### src/rtl/core/awnm_pkg.sv
`timescale 1ns / 1ps
// ----------------------------------------------------------------------------
// awnm_pkg
// Shared types and constants for the attitude window nearest-match core.
// ----------------------------------------------------------------------------
package awnm_pkg;

  // fixed field widths
  localparam int LEN_W      = 7;
  localparam int THR_W      = 15;
  localparam int CFG_DATA_W = 15;
  localparam int CFG_IDX_W  = 1;
  localparam int OUT_DIFF_W = 16;
  localparam int STATUS_W   = 2;

  // configuration register indexes
  localparam logic [CFG_IDX_W-1:0] REG_OUTLIER_THRESHOLD = 1'd0;
  localparam logic [CFG_IDX_W-1:0] REG_WINDOW_LENGTH     = 1'd1;

  // reset values of the configuration registers
  localparam logic [THR_W-1:0] THR_RESET = 15'd2048;
  localparam logic [LEN_W-1:0] LEN_RESET = 7'd20;

  // op codes of an input transaction
  localparam logic OP_PUSH    = 1'b0;
  localparam logic OP_COMPARE = 1'b1;

  typedef enum logic [STATUS_W-1:0] {
    STATUS_MATCH    = 2'd0,
    STATUS_OUTLIER  = 2'd1,
    STATUS_NOT_FULL = 2'd2
  } status_e;

  // controller to datapath
  typedef struct packed {
    logic push;         // append a command to the window
    logic capture;      // latch measured attitude
    logic check;        // outlier and fill check, start scan
    logic scan_step;    // issue one window read
    logic load_result;  // move result into output register
  } ctrl_cmd_t;

  // datapath to controller
  typedef struct packed {
    logic go_scan;      // check passed, scan needed
    logic last_issue;   // current read is the newest entry
    logic pipe_busy;    // compare pipeline still holds data
    logic out_busy;     // output register full and stalled
  } ctrl_sts_t;

endpackage

### src/rtl/core/awnm_ram.sv
`timescale 1ns / 1ps
// ----------------------------------------------------------------------------
// awnm_ram
// Generic single write, single read RAM with registered read data.
// ----------------------------------------------------------------------------
module awnm_ram #(
  parameter int WIDTH = 32,
  parameter int DEPTH = 64
) (
  input  logic                                   clk_i,
  input  logic                                   we_i,
  input  logic [(DEPTH > 1 ? $clog2(DEPTH) : 1)-1:0] waddr_i,
  input  logic [WIDTH-1:0]                       wdata_i,
  input  logic                                   re_i,
  input  logic [(DEPTH > 1 ? $clog2(DEPTH) : 1)-1:0] raddr_i,
  output logic [WIDTH-1:0]                       rdata_o
);

  logic [WIDTH-1:0] mem_q [DEPTH];
  logic [WIDTH-1:0] rdata_q;

  always_ff @(posedge clk_i) begin
    if (we_i) begin
      mem_q[waddr_i] <= wdata_i;
    end
    if (re_i) begin
      rdata_q <= mem_q[raddr_i];
    end
  end

  assign rdata_o = rdata_q;

endmodule

### src/rtl/core/awnm_ctrl.sv
`timescale 1ns / 1ps
// ----------------------------------------------------------------------------
// awnm_ctrl
// Sequencer for push, check, window scan and result hand-off.
// ----------------------------------------------------------------------------
module awnm_ctrl
  import awnm_pkg::*;
(
  input  logic      clk_i,
  input  logic      rst_ni,
  input  logic      in_valid_i,
  input  logic      op_i,
  output logic      in_stall_o,
  input  ctrl_sts_t sts_i,
  output ctrl_cmd_t cmd_o
);

  typedef enum logic [2:0] {
    ST_IDLE,
    ST_CHECK,
    ST_SCAN,
    ST_DRAIN,
    ST_FINISH
  } state_e;

  state_e state_q, state_d;
  logic   accept;

  assign in_stall_o = (state_q != ST_IDLE);
  assign accept     = in_valid_i && !in_stall_o;

  always_comb begin
    state_d           = state_q;
    cmd_o             = '0;
    cmd_o.push        = accept && (op_i == OP_PUSH);
    cmd_o.capture     = accept && (op_i == OP_COMPARE);
    unique case (state_q)
      ST_IDLE: begin
        if (cmd_o.capture) state_d = ST_CHECK;
      end
      ST_CHECK: begin
        cmd_o.check = 1'b1;
        state_d     = sts_i.go_scan ? ST_SCAN : ST_FINISH;
      end
      ST_SCAN: begin
        cmd_o.scan_step = 1'b1;
        if (sts_i.last_issue) state_d = ST_DRAIN;
      end
      ST_DRAIN: begin
        if (!sts_i.pipe_busy) state_d = ST_FINISH;
      end
      ST_FINISH: begin
        if (!sts_i.out_busy) begin
          cmd_o.load_result = 1'b1;
          state_d           = ST_IDLE;
        end
      end
      default: state_d = ST_IDLE;
    endcase
  end

  always_ff @(posedge clk_i or negedge rst_ni) begin
    if (!rst_ni) begin
      state_q <= ST_IDLE;
    end else begin
      state_q <= state_d;
    end
  end

endmodule

### src/rtl/core/awnm_dpath.sv
`timescale 1ns / 1ps
// ----------------------------------------------------------------------------
// awnm_dpath
// Window pointers, configuration, outlier check, scan pipeline and output.
// ----------------------------------------------------------------------------
module awnm_dpath
  import awnm_pkg::*;
#(
  parameter int WINDOW_MAX  = 64,
  parameter int ANGLE_WIDTH = 16,
  localparam int PTR_W      = (WINDOW_MAX > 1) ? $clog2(WINDOW_MAX) : 1
) (
  input  logic                          clk_i,
  input  logic                          rst_ni,
  // configuration
  input  logic                          cfg_we_i,
  input  logic [CFG_IDX_W-1:0]          cfg_index_i,
  input  logic [CFG_DATA_W-1:0]         cfg_data_i,
  // input payload
  input  logic signed [ANGLE_WIDTH-1:0] roll_angle_i,
  input  logic signed [ANGLE_WIDTH-1:0] pitch_angle_i,
  // control
  input  ctrl_cmd_t                     cmd_i,
  output ctrl_sts_t                     sts_o,
  // window ram
  output logic                          ram_we_o,
  output logic [PTR_W-1:0]              ram_waddr_o,
  output logic [2*ANGLE_WIDTH-1:0]      ram_wdata_o,
  output logic                          ram_re_o,
  output logic [PTR_W-1:0]              ram_raddr_o,
  input  logic [2*ANGLE_WIDTH-1:0]      ram_rdata_i,
  // output
  input  logic                          out_stall_i,
  output logic                          out_valid_o,
  output logic [STATUS_W-1:0]           status_o,
  output logic [OUT_DIFF_W-1:0]         min_roll_gap_o,
  output logic [OUT_DIFF_W-1:0]         min_pitch_gap_o,
  output logic [LEN_W-1:0]              roll_lag_o,
  output logic [LEN_W-1:0]              pitch_lag_o
);

  localparam int DIFF_W  = ANGLE_WIDTH + 1;
  localparam int CMP_W   = (DIFF_W > THR_W) ? DIFF_W : THR_W;
  localparam int LEN_CAP = (WINDOW_MAX < 127) ? WINDOW_MAX : 127;
  localparam int SUM_W   = ((PTR_W > LEN_W) ? PTR_W : LEN_W) + 1;

  function automatic logic [DIFF_W-1:0] abs_diff(
    input logic signed [ANGLE_WIDTH-1:0] a,
    input logic signed [ANGLE_WIDTH-1:0] b
  );
    logic signed [DIFF_W-1:0] d;
    d = DIFF_W'(a) - DIFF_W'(b);
    abs_diff = d[DIFF_W-1] ? DIFF_W'(-d) : DIFF_W'(d);
  endfunction

  function automatic logic [PTR_W-1:0] ptr_inc(input logic [PTR_W-1:0] p);
    ptr_inc = (p == PTR_W'(WINDOW_MAX - 1)) ? '0 : p + PTR_W'(1);
  endfunction

  function automatic logic [OUT_DIFF_W-1:0] sat_diff(input logic [DIFF_W-1:0] v);
    sat_diff = ((v >> OUT_DIFF_W) != '0) ? '1 : OUT_DIFF_W'(v);
  endfunction

  // configuration
  logic [THR_W-1:0] thr_q;
  logic [LEN_W-1:0] wlen_q;
  logic [LEN_W-1:0] len;

  always_ff @(posedge clk_i or negedge rst_ni) begin
    if (!rst_ni) begin
      thr_q  <= THR_RESET;
      wlen_q <= LEN_RESET;
    end else if (cfg_we_i) begin
      unique case (cfg_index_i)
        REG_OUTLIER_THRESHOLD: thr_q  <= cfg_data_i;
        REG_WINDOW_LENGTH:     wlen_q <= LEN_W'(cfg_data_i);
        default: ;
      endcase
    end
  end

  always_comb begin
    if (wlen_q == '0) begin
      len = LEN_W'(1);
    end else if (wlen_q > LEN_W'(LEN_CAP)) begin
      len = LEN_W'(LEN_CAP);
    end else begin
      len = wlen_q;
    end
  end

  // window bookkeeping
  logic [PTR_W-1:0] wp_q;
  logic [LEN_W-1:0] count_q;

  always_ff @(posedge clk_i or negedge rst_ni) begin
    if (!rst_ni) begin
      wp_q    <= '0;
      count_q <= '0;
    end else if (cmd_i.push) begin
      wp_q    <= ptr_inc(wp_q);
      count_q <= (count_q >= len) ? len : count_q + LEN_W'(1);
    end
  end

  assign ram_we_o    = cmd_i.push;
  assign ram_waddr_o = wp_q;
  assign ram_wdata_o = {roll_angle_i, pitch_angle_i};

  // measured and previous attitude
  logic signed [ANGLE_WIDTH-1:0] cur_roll_q, cur_pitch_q;
  logic signed [ANGLE_WIDTH-1:0] prev_roll_q, prev_pitch_q;

  always_ff @(posedge clk_i) begin
    if (cmd_i.capture) begin
      cur_roll_q  <= roll_angle_i;
      cur_pitch_q <= pitch_angle_i;
    end
  end

  always_ff @(posedge clk_i or negedge rst_ni) begin
    if (!rst_ni) begin
      prev_roll_q  <= '0;
      prev_pitch_q <= '0;
    end else if (cmd_i.check) begin
      prev_roll_q  <= cur_roll_q;
      prev_pitch_q <= cur_pitch_q;
    end
  end

  logic    outlier, not_full;
  status_e chk_status;
  status_e res_status_q;

  assign outlier =
      (CMP_W'(abs_diff(prev_roll_q, cur_roll_q)) > CMP_W'(thr_q)) ||
      (CMP_W'(abs_diff(prev_pitch_q, cur_pitch_q)) > CMP_W'(thr_q));
  assign not_full   = (count_q < len);
  assign chk_status = outlier ? STATUS_OUTLIER : (not_full ? STATUS_NOT_FULL : STATUS_MATCH);

  always_ff @(posedge clk_i) begin
    if (cmd_i.check) res_status_q <= chk_status;
  end

  // oldest entry of the scanned window
  logic [SUM_W-1:0] wp_ext, len_ext;
  logic [PTR_W-1:0] start;

  assign wp_ext  = SUM_W'(wp_q);
  assign len_ext = SUM_W'(len);
  assign start   = (wp_ext >= len_ext) ? PTR_W'(wp_ext - len_ext)
                                       : PTR_W'(wp_ext + SUM_W'(WINDOW_MAX) - len_ext);

  // read issue
  logic [PTR_W-1:0] rd_ptr_q;
  logic [LEN_W-1:0] issue_idx_q;

  always_ff @(posedge clk_i) begin
    if (cmd_i.check) begin
      rd_ptr_q    <= start;
      issue_idx_q <= '0;
    end else if (cmd_i.scan_step) begin
      rd_ptr_q    <= ptr_inc(rd_ptr_q);
      issue_idx_q <= issue_idx_q + LEN_W'(1);
    end
  end

  assign ram_re_o    = cmd_i.scan_step;
  assign ram_raddr_o = rd_ptr_q;

  // read data, difference and best-match stages
  logic              rd_valid_q, d_valid_q;
  logic [LEN_W-1:0]  rd_idx_q, d_idx_q;
  logic [DIFF_W-1:0] dr_q, dp_q;
  logic [DIFF_W-1:0] best_r_q, best_p_q;
  logic [LEN_W-1:0]  lag_r_q, lag_p_q;
  logic signed [ANGLE_WIDTH-1:0] rd_roll, rd_pitch;

  assign rd_roll  = ram_rdata_i[2*ANGLE_WIDTH-1:ANGLE_WIDTH];
  assign rd_pitch = ram_rdata_i[ANGLE_WIDTH-1:0];

  always_ff @(posedge clk_i or negedge rst_ni) begin
    if (!rst_ni) begin
      rd_valid_q <= 1'b0;
      d_valid_q  <= 1'b0;
    end else begin
      rd_valid_q <= cmd_i.scan_step;
      d_valid_q  <= rd_valid_q;
    end
  end

  always_ff @(posedge clk_i) begin
    if (cmd_i.scan_step) rd_idx_q <= issue_idx_q;
    if (rd_valid_q) begin
      dr_q    <= abs_diff(rd_roll, cur_roll_q);
      dp_q    <= abs_diff(rd_pitch, cur_pitch_q);
      d_idx_q <= rd_idx_q;
    end
    if (d_valid_q) begin
      // strict less: the oldest minimum wins
      if ((d_idx_q == '0) || (dr_q < best_r_q)) begin
        best_r_q <= dr_q;
        lag_r_q  <= len - d_idx_q;
      end
      if ((d_idx_q == '0) || (dp_q < best_p_q)) begin
        best_p_q <= dp_q;
        lag_p_q  <= len - d_idx_q;
      end
    end
  end

  // output register
  logic                  out_valid_q;
  logic [STATUS_W-1:0]   status_q;
  logic [OUT_DIFF_W-1:0] min_roll_q, min_pitch_q;
  logic [LEN_W-1:0]      roll_lag_q, pitch_lag_q;

  always_ff @(posedge clk_i or negedge rst_ni) begin
    if (!rst_ni) begin
      out_valid_q <= 1'b0;
    end else if (cmd_i.load_result) begin
      out_valid_q <= 1'b1;
    end else if (!out_stall_i) begin
      out_valid_q <= 1'b0;
    end
  end

  always_ff @(posedge clk_i) begin
    if (cmd_i.load_result) begin
      status_q <= res_status_q;
      if (res_status_q == STATUS_MATCH) begin
        min_roll_q  <= sat_diff(best_r_q);
        min_pitch_q <= sat_diff(best_p_q);
        roll_lag_q  <= lag_r_q;
        pitch_lag_q <= lag_p_q;
      end else begin
        min_roll_q  <= '0;
        min_pitch_q <= '0;
        roll_lag_q  <= '0;
        pitch_lag_q <= '0;
      end
    end
  end

  assign out_valid_o     = out_valid_q;
  assign status_o        = status_q;
  assign min_roll_gap_o  = min_roll_q;
  assign min_pitch_gap_o = min_pitch_q;
  assign roll_lag_o      = roll_lag_q;
  assign pitch_lag_o     = pitch_lag_q;

  assign sts_o.go_scan    = (chk_status == STATUS_MATCH);
  assign sts_o.last_issue = (issue_idx_q == len - LEN_W'(1));
  assign sts_o.pipe_busy  = rd_valid_q || d_valid_q;
  assign sts_o.out_busy   = out_valid_q && out_stall_i;

endmodule

### src/rtl/core/attitude_window_nearest_match_core.sv
`timescale 1ns / 1ps
// ----------------------------------------------------------------------------
// attitude_window_nearest_match_core
// Sliding window of roll and pitch commands with nearest-match search.
// ----------------------------------------------------------------------------
// A push transaction (op 0) writes one roll/pitch command into the window ram
// in the cycle it is accepted and produces no result; pushes are taken back to
// back. A compare transaction (op 1) first checks the measured attitude for a
// jump larger than outlier_threshold against the previous compare, then that
// the window holds window_length commands, and if both pass scans the newest
// window_length entries from oldest to newest, one entry per cycle through the
// single read port of the window ram. Between its acceptance and the earliest
// next acceptance a compare that scans runs through check, one read per entry,
// the drain of the read and compare stages and the result load; one that does
// not scan goes from check to result load. The scan length sets the rate. The
// result sits in an output register, so the next transaction is taken while it
// waits; a compare that finds the register still full and stalled holds its
// result load until the register frees. Lags count samples back from the newest
// command; conversion to time is left to software. Angles are Q3.12.
module attitude_window_nearest_match_core
  import awnm_pkg::*;
#(
  parameter int WINDOW_MAX  = 64,
  parameter int ANGLE_WIDTH = 16
) (
  input  logic                          clk_i,
  input  logic                          rst_ni,
  // configuration write port
  input  logic                          cfg_we_i,
  input  logic [CFG_IDX_W-1:0]          cfg_index_i,
  input  logic [CFG_DATA_W-1:0]         cfg_data_i,
  // input transactions
  input  logic                          in_valid_i,
  output logic                          in_stall_o,
  input  logic                          op_i,
  input  logic signed [ANGLE_WIDTH-1:0] roll_angle_i,
  input  logic signed [ANGLE_WIDTH-1:0] pitch_angle_i,
  // result transactions
  output logic                          out_valid_o,
  input  logic                          out_stall_i,
  output logic [STATUS_W-1:0]           status_o,
  output logic [OUT_DIFF_W-1:0]         min_roll_gap_o,
  output logic [OUT_DIFF_W-1:0]         min_pitch_gap_o,
  output logic [LEN_W-1:0]              roll_lag_o,
  output logic [LEN_W-1:0]              pitch_lag_o
);

  localparam int PTR_W = (WINDOW_MAX > 1) ? $clog2(WINDOW_MAX) : 1;

  ctrl_cmd_t cmd;
  ctrl_sts_t sts;

  // window ram interface
  logic                     ram_we, ram_re;
  logic [PTR_W-1:0]         ram_waddr, ram_raddr;
  logic [2*ANGLE_WIDTH-1:0] ram_wdata, ram_rdata;

  // sequencer
  awnm_ctrl u_ctrl (
    .clk_i      (clk_i),
    .rst_ni     (rst_ni),
    .in_valid_i (in_valid_i),
    .op_i       (op_i),
    .in_stall_o (in_stall_o),
    .sts_i      (sts),
    .cmd_o      (cmd)
  );

  // pointers, checks, scan pipeline and output register
  awnm_dpath #(
    .WINDOW_MAX  (WINDOW_MAX),
    .ANGLE_WIDTH (ANGLE_WIDTH)
  ) u_dpath (
    .clk_i           (clk_i),
    .rst_ni          (rst_ni),
    .cfg_we_i        (cfg_we_i),
    .cfg_index_i     (cfg_index_i),
    .cfg_data_i      (cfg_data_i),
    .roll_angle_i    (roll_angle_i),
    .pitch_angle_i   (pitch_angle_i),
    .cmd_i           (cmd),
    .sts_o           (sts),
    .ram_we_o        (ram_we),
    .ram_waddr_o     (ram_waddr),
    .ram_wdata_o     (ram_wdata),
    .ram_re_o        (ram_re),
    .ram_raddr_o     (ram_raddr),
    .ram_rdata_i     (ram_rdata),
    .out_stall_i     (out_stall_i),
    .out_valid_o     (out_valid_o),
    .status_o        (status_o),
    .min_roll_gap_o  (min_roll_gap_o),
    .min_pitch_gap_o (min_pitch_gap_o),
    .roll_lag_o      (roll_lag_o),
    .pitch_lag_o     (pitch_lag_o)
  );

  // command window, roll in the upper half, pitch in the lower half
  awnm_ram #(
    .WIDTH (2 * ANGLE_WIDTH),
    .DEPTH (WINDOW_MAX)
  ) u_window_ram (
    .clk_i   (clk_i),
    .we_i    (ram_we),
    .waddr_i (ram_waddr),
    .wdata_i (ram_wdata),
    .re_i    (ram_re),
    .raddr_i (ram_raddr),
    .rdata_o (ram_rdata)
  );

`ifndef SYNTHESIS
  // window is only written while no compare is in flight
  assert property (@(posedge clk_i) disable iff (!rst_ni)
    ram_we |-> !in_stall_o && !ram_re)
    else $error("window written during a compare");

  // an accepted compare blocks further input on the next cycle
  assert property (@(posedge clk_i) disable iff (!rst_ni)
    (in_valid_i && !in_stall_o && (op_i == OP_COMPARE)) |=> in_stall_o)
    else $error("compare accepted without entering the check");

  // a match always reports a lag inside the window
  assert property (@(posedge clk_i) disable iff (!rst_ni)
    (out_valid_o && (status_o == STATUS_MATCH)) |-> (roll_lag_o != '0) && (pitch_lag_o != '0))
    else $error("match reported with zero lag");

  // rejected compares carry zeroed result fields
  assert property (@(posedge clk_i) disable iff (!rst_ni)
    (out_valid_o && (status_o != STATUS_MATCH)) |->
      (min_roll_gap_o == '0) && (min_pitch_gap_o == '0) &&
      (roll_lag_o == '0) && (pitch_lag_o == '0))
    else $error("rejected compare with non-zero result fields");
`endif

endmodule
### config.mk
export PLATFORM = sky130hd
export DESIGN_NAME = attitude_window_nearest_match_core
export DESIGN_NICKNAME = d
export VERILOG_FILES = /design/src/rtl/core/awnm_pkg.sv /design/src/rtl/core/awnm_ram.sv /design/src/rtl/core/awnm_ctrl.sv /design/src/rtl/core/awnm_dpath.sv /design/src/rtl/core/attitude_window_nearest_match_core.sv
export SDC_FILE = /design/constraint.sdc
export NUM_CORES = 2
export LEC_CHECK = 0
export BUFFER_PORTS_ARGS = -buffer_cell sky130_fd_sc_hd__buf_2
export CAP_MARGIN = 20
export CORE_MARGIN = 1
export CORE_UTILIZATION = 30
export DETAILED_ROUTE_END_ITERATION = 7
export PLACE_DENSITY = 0.41
export SLEW_MARGIN = 20
export SYNTH_ARGS = -nofsm -noshare
export SYNTH_HDL_FRONTEND = slang
export SYNTH_SLANG_ARGS = --single-unit
### constraint.sdc
create_clock -name clk_i -period 4.3 [get_ports clk_i]
set_input_delay 0.43 -clock clk_i [delete_from_list [all_inputs] [get_ports clk_i]]
set_output_delay 0.43 -clock clk_i [all_outputs]
set_load 0.005 [all_outputs]
* Word level (Yosys, flattened, before mapping) *
Memories as Yosys holds them, arrays and structs flattened. A register that Yosys moved wholly into a read port is not among the register bits.
Index checks and enable logic that the tools add are counted.
W data, S select, Z words.

storage, ports and cells
  memory bits (read-only) = 0
  output and inout port bits = 50
  memories = 1
  bits of input ports = 54
  bits in registers = 264
  memory bits (writable) = 2048
  latch bits = 0
  logic and storage cells = 121

memory list
  name                depth  width  rd ports  clocked after memory_dff  write ports  RTL line        source
  u_window_ram.mem_q  64     32     1         1                         1            awnm_ram.sv:19  logic [WIDTH-1:0] mem_q [DEPTH];

operators by class
  divide/modulo/power cells = 0
  add/sub/neg operators = 17
  shift operators = 0
  $lt $le $gt $ge = 8
  multiplexer cells = 30
  bitwise gates (word level) = 2
  equality and inequality tests = 12
  multipliers = 0
  reduce and logical (&&, ||, !) cells = 21

operators by type and width
  kind                   count
  $neg A17 Y17           4
  $sub A16 B16 Y17       4
  $mux W16               4
  $gt A17 B15 Y1         2
  $lt A17 B17 Y1         2
  $mux W17               2
  $mux W6                5
  $mux W7                3
  $add A6 B1 Y6 const B  3
  $mux W3                5
  $pmux W3 S5            1
  $add A7 B1 Y7 const B  2
  $logic_not A7 Y1       2
  $eq A6 B6 Y1 const B   2
  $sub A6 B6 Y6          2
  $mux W1                8
  $ne A2 B2 Y1 const B   4
  $reduce_and A2 Y1      4
  $eq A7 B7 Y1           1
  $ge A6 B7 Y1           1
  $ge A7 B7 Y1           1
  $gt A7 B7 Y1 const B   1
  $lt A7 B7 Y1           1
  $sub A7 B1 Y7 const B  1
  15 further kinds       25

* Logic depth before layout (Yosys ltp) *
  word-level depth = 9
  depth in mapped cells = 23
  gate-level depth less buffers = 23

* Hierarchy *
Synthesis repeated with hierarchy kept, for this count alone.

second synthesis, totals
  cell total of the unflattened synthesis = 4878
  area total of the unflattened synthesis = 95396.5 um^2

by module, submodules not included
  module      area each (um^2)  sequential area each (um^2)  cells each  instances
  awnm_ram    78835.6           62459.9                      3324        1
  awnm_dpath  16346.9           7420.9                       1528        1
  awnm_ctrl   214.0             75.1                         26          1

* Least setup slack after synthesis *
Ideal clock, no wire load.

  path kind = flip-flop to flip-flop
  from = register u_ctrl.state_q[0]
  to = register u_dpath.issue_idx_q[6]
  arrival time = 4599 ps
  period minus slack after synthesis = 4728 ps
  slack = -428 ps
  data required time = 4171 ps
  library setup time = 129 ps
  path buffers = 1
  stages on the path, launching flop included = 7
  path through = dfrtp_1 clkbuf_1 nor3b_1 and4_1 nand3_1 xor2_1 nor2_1

RTL lines
  what                    RTL line           source
  from (decl)             awnm_ctrl.sv:26    state_e state_q, state_d;
  from (signal assigned)  awnm_ctrl.sv:66    state_q <= state_d;
  to (signal assigned)    awnm_dpath.sv:164  issue_idx_q <= issue_idx_q + LEN_W'(1);
  to (decl)               awnm_dpath.sv:156  logic [LEN_W-1:0] issue_idx_q;

* Final worst setup path *
  from = register u_dpath.cur_roll_q[0]
  to = register u_dpath.res_status_q[0] (data pin)

between the ends
  word-level cells in the longest chain between the ends = 6

ends and longest elaborated chain
  what                             RTL line           source
  from (decl)                      awnm_dpath.sv:111  logic signed [ANGLE_WIDTH-1:0] cur_roll_q, cur_pitch_q;
  from (signal assigned)           awnm_dpath.sv:116  cur_roll_q <= roll_angle_i;
  $sub A16 B16 Y17 (*)             awnm_dpath.sv:52   d = DIFF_W'(a) - DIFF_W'(b);
  $neg A17 Y17                     awnm_dpath.sv:53   abs_diff = d[DIFF_W-1] ? DIFF_W'(-d) : DIFF_W'(d);
  $mux W17 (*)                     awnm_dpath.sv:53
  $gt A17 B15 Y1 (*)               awnm_dpath.sv:136  (CMP_W'(abs_diff(prev_roll_q, cur_roll_q)) > CMP_W'(thr_q)) ||
  $logic_or A1 B1 Y1 (*)           awnm_dpath.sv:136
  $mux W2 (*)                      awnm_dpath.sv:139  assign chk_status = outlier ? STATUS_OUTLIER : (not_full ? STATUS_NOT_FULL : STATUS_MATCH);
  named net u_dpath.chk_status[0]  awnm_dpath.sv:132  status_e chk_status;
  to (signal assigned)             awnm_dpath.sv:142  if (cmd_i.check) res_status_q <= chk_status;
  to (decl)                        awnm_dpath.sv:133  status_e res_status_q;

The timed path passes the listed nets; every way through them passes the cells marked *.
A chain may end at the register's enable or synchronous reset.

==> run_results.csv <==
group,metric,value,unit
routing,drt_iter0_drc,3891,
global_routing,grt_use_total,17.5,%
cells_and_area,stdcell_count,10500,
synth,synthTopCellsByCount,"edfxtp_1 (2264), mux2i_1 (381), a21oi_1 (329), mux4_2 (297), nand2_1 (238)",
synth,synth.most_common_cell,"edfxtp_1",
synth,syn_area,95800,µm²
synth,synth_top_area_share,70.9,%
critical_path,reg2reg_setup_slack,-0.53,ns
cts,root_buffer,"clkbuf_16",
cts,cts_made_buffers,276,
routing,num_vias,52000,
die,die_h,567,µm
critical_path,worst_setup_path_start_kind,"flip-flop",
power_and_ir_drop,vdd_ir_drop_max,0.443,mV
die,die-area,322000,µm²
timing,final-setup-viol-count,4,
cts,clock_sinks,2344,
critical_path,worstPathCellList,"ha_4 > fa_2 > nor2b_2 > o211ai_1 > or4b_4 > o311ai_4 > nand3b_1 > buf_4 > nor4_4 > a21oi_2 > xor2_1 > ha_1 > nand4_1 > nor4_4 > buf_4 > a21oi_2 > a2111o_1 > a31oi_1 > o31ai_2 > or2_4",
cts,cts_max_path_buffers,4,
die,core,318000,µm²
cells_and_area,fin_nets,6276,
synth,synth_fp_nets,5683,
critical_path,cp.required,4.93,ns
hold_path,hold_start,"cfg_index_i",
critical_path,cp_slowest_cell,"edfxtp_1",
critical_path,critPathArrivalTime,5.47,ns
routing,route.detailed.drc,0,
routing,final_antenna_net_count,0,
placed_design,post-dp-hpwl,171,mm
timing,fin_crit_sh,112,%
synth,synth_area_leader_cell,"edfxtp_1",
run,cap_violations,0,
critical_path,crit_fanout,4,
timing,fmax,207,MHz
synth,yosysWarnings,0,
synth,synthFlopType,"edfxtp_1",
timing,fin_ws,-0.534,ns
routing,met2_length,137,mm
cells_and_area,area_growth,19.5,%
critical_path,endpoint_kind,"flip-flop",
routing,wirelength,286,mm
die,die_w,567,µm
status,violations,"negative setup slack",
synth,ys_types,84,
critical_path,cp_top_family,"simple AND/OR/NAND/NOR gates",
global_routing,grt_start_max_net_pins,86,
power_and_ir_drop,p_leak,38.5,nW
critical_path,worstRegToRegCells,20,
routing,dr_wl_met3,13.4,mm
timing,hold_violations,0,
synth,netlist_instances,5470,
critical_path,path_depth,20,
timing,finalSetupTns,-2.01,ns
hold_path,hp-class,"primary input to flip-flop",
global_routing,grt_pass1_wl,404,mm
cells_and_area,fillers,29500,
timing,whs,0.0639,ns
cells_and_area,final_layout_size_suffix_gt1_share,23.5,%
die,ioPinCount,104,
synth,ys_ff_latch,2344,
timing,rsz0062_at_grt,"yes",
synth,synth-edff-count,2264,
placed_design,portBuffers,103,
timing,clock_skew,0.0482,ns
global_routing,antenna_found_initial,38,
synth,synthArstFlopShare,3.11,%
routing,top_layer_used,"met4",
critical_path,reg2reg_from,"u_dpath.cur_roll_q[0]",
critical_path,path_class,"flip-flop to flip-flop",
timing,final_max_slew_viol_count,0,
cts,worstSkewPairLatency,0.89,ns
global_routing,grt_pass1_vias,53200,
placed_design,gp_congestion,0.769,
routing,via_per_inst,4.97,
hold_path,hold_depth,4,
critical_path,slowest_delay,0.43,ns
routing,first_pass_iters,5,
timing,max_slew_margin,30.0,%
power_and_ir_drop,power_density,687,nW/µm²
routing,wl_per_cell,27.3,µm
hold_path,hold_path_end,"u_dpath.thr_q[5]",
cts,cts.reportedPaths.clkPinSlew,0.06,ns
synth,synth.yosys.seq_area_share,73.0,%
placed_design,dp_slack,-0.513,ns
die,start_util,30.2,%
critical_path,r2r_end,"u_dpath.res_status_q[0]",
synth,synthTopCellsByArea,"edfxtp_1 (71%), mux4_2 (7.0%), mux2i_1 (4.0%)",
cts,htreeDepth,5,
critical_path,crit_buf_inv,2,
cells_and_area,fin_util,36.0,%
timing,tightest_slew,1.05,ns
placed_design,dp.cells,9926,
die,rows,207,
global_routing,overflow,0,
routing,wl_met1,129,mm
cts,cts_tree,"yes",
status,status,"finished, violations left",
synth,avgSynthCellArea,17.5,µm²
timing,period_needed,4.83,ns
[per-stage QoR]
stage	area [µm²]	power (W)
finish	115000	0.0788
global route	115000	0.0828
CTS	114000	0.0797
detailed placement	105000	0.0567
global placement	105000	0.0567
floorplan	95900	0.0441
[worst max path at each step]
stage | start | end | slack [ns]
2_1_floorplan | u_dpath.cur_pitch_q[1] | u_dpath.res_status_q[0] | -0.01
3_3_place_gp | u_dpath.cur_pitch_q[0] | u_dpath.res_status_q[0] | -0.42
3_5_place_dp | u_dpath.cur_pitch_q[0] | u_dpath.res_status_q[0] | -0.51
4_1_cts | u_dpath.cur_roll_q[0] | u_dpath.res_status_q[0] | -0.48
5_1_grt | u_dpath.cur_roll_q[0] | u_dpath.res_status_q[0] | -0.80
6_report | u_dpath.cur_roll_q[0] | u_dpath.res_status_q[0] | -0.53
[repair_timing]
| item | CTS | global route |
|---|---|---|
| cloned | 0 | 0 |
| endpoints found under the hold margin | 181 | 0 |
| gates resized for setup | 14 | 16 |
| hold buffers | 29 | 0 |
| endpoints found under the setup margin | 4 | 4 |
| pin swaps | 20 | 16 |
| setup buffers | 4 | 6 |
[worst min-delay path: stages]
cell     delay [ns]
buf_2          0.09
nor2b_2        0.17
nand2_1        0.12
o21ai_0        0.07
[registers in the layout (all words and copies together), names as in the netlist, 17 cells and up]
name	flops
u_dpath.dr_q	17
u_window_ram.mem_q	2048
u_dpath.dp_q	17
u_window_ram.rdata_o	32
u_dpath.best_p_q	17
u_dpath.best_r_q	17
[cell type report]
type / instances / area, µm² / share of cell area, %
Clock inverter: 127 / 1120 / 0.981
Multi-Input combinational cell: 2731 / 25100 / 21.9
Antenna cell: 6 / 15.0 / 0.0131
Tap cell: 4180 / 5230 / 4.57
Sequential cell: 2344 / 70000 / 61.1
Inverter: 132 / 495 / 0.433
Clock buffer: 358 / 7410 / 6.46
Timing Repair Buffer: 578 / 5190 / 4.53
[cells by family (layout without fill, tap and decap cells)]
| group | Yosys count | after routing | share of synthesized area [%] |
|---|---|---|---|
| AOI/OAI and AO/OA | 1002 | 1002 | 6.46 |
| xor gates and xnor gates | 128 | 128 | 1.17 |
| adders and majority gates | 159 | 159 | 2.12 |
| buffers and inverters | 395 | 1195 | 1.59 |
| DFF | 2344 | 2344 | 73.0 |
| muxes | 811 | 811 | 12.5 |
| other | 0 | 6 | 0 |
| and+or+nand+nor | 631 | 631 | 3.14 |
[cells in the final DEF (no fill, tap or decap), drive strengths merged, types with 17 or more instances in the layout]
master / n
nor3: 28
xor2: 47
a21boi: 34
dfrtp: 70
mux4: 297
ha: 153
clkbuf: 358
o221ai: 130
nor2b: 34
a21o: 32
dlygate4sd3: 29
inv: 144
clkinv: 99
nor2: 152
buf: 549
o22ai: 132
a21oi: 329
nand3: 31
a31oi: 22
nand2: 238
or3: 17
and2: 21
nand4: 22
nand2b: 24
edfxtp: 2264
xnor2: 81
o21ai: 238
mux2i: 381
mux2: 133
[power breakdown]
part	total, W	leakage [nW]	internal [W]	switching [W]
clock	0.0225	4.16	0.0131	0.00940
sequential	0.0269	21.3	0.0264	0.000580
combinational	0.0293	13.0	0.0120	0.0173
[metal layers]
layer / up-vias / global-route usage (%)
li1: 23200 / -
met1: 27300 / 23.9
met2: 1120 / 29.1
met3: 330 / 2.82
met4: 0 / 4.00
met5: - / 0
No activity file was read; power rests on OpenSTA's default activity.
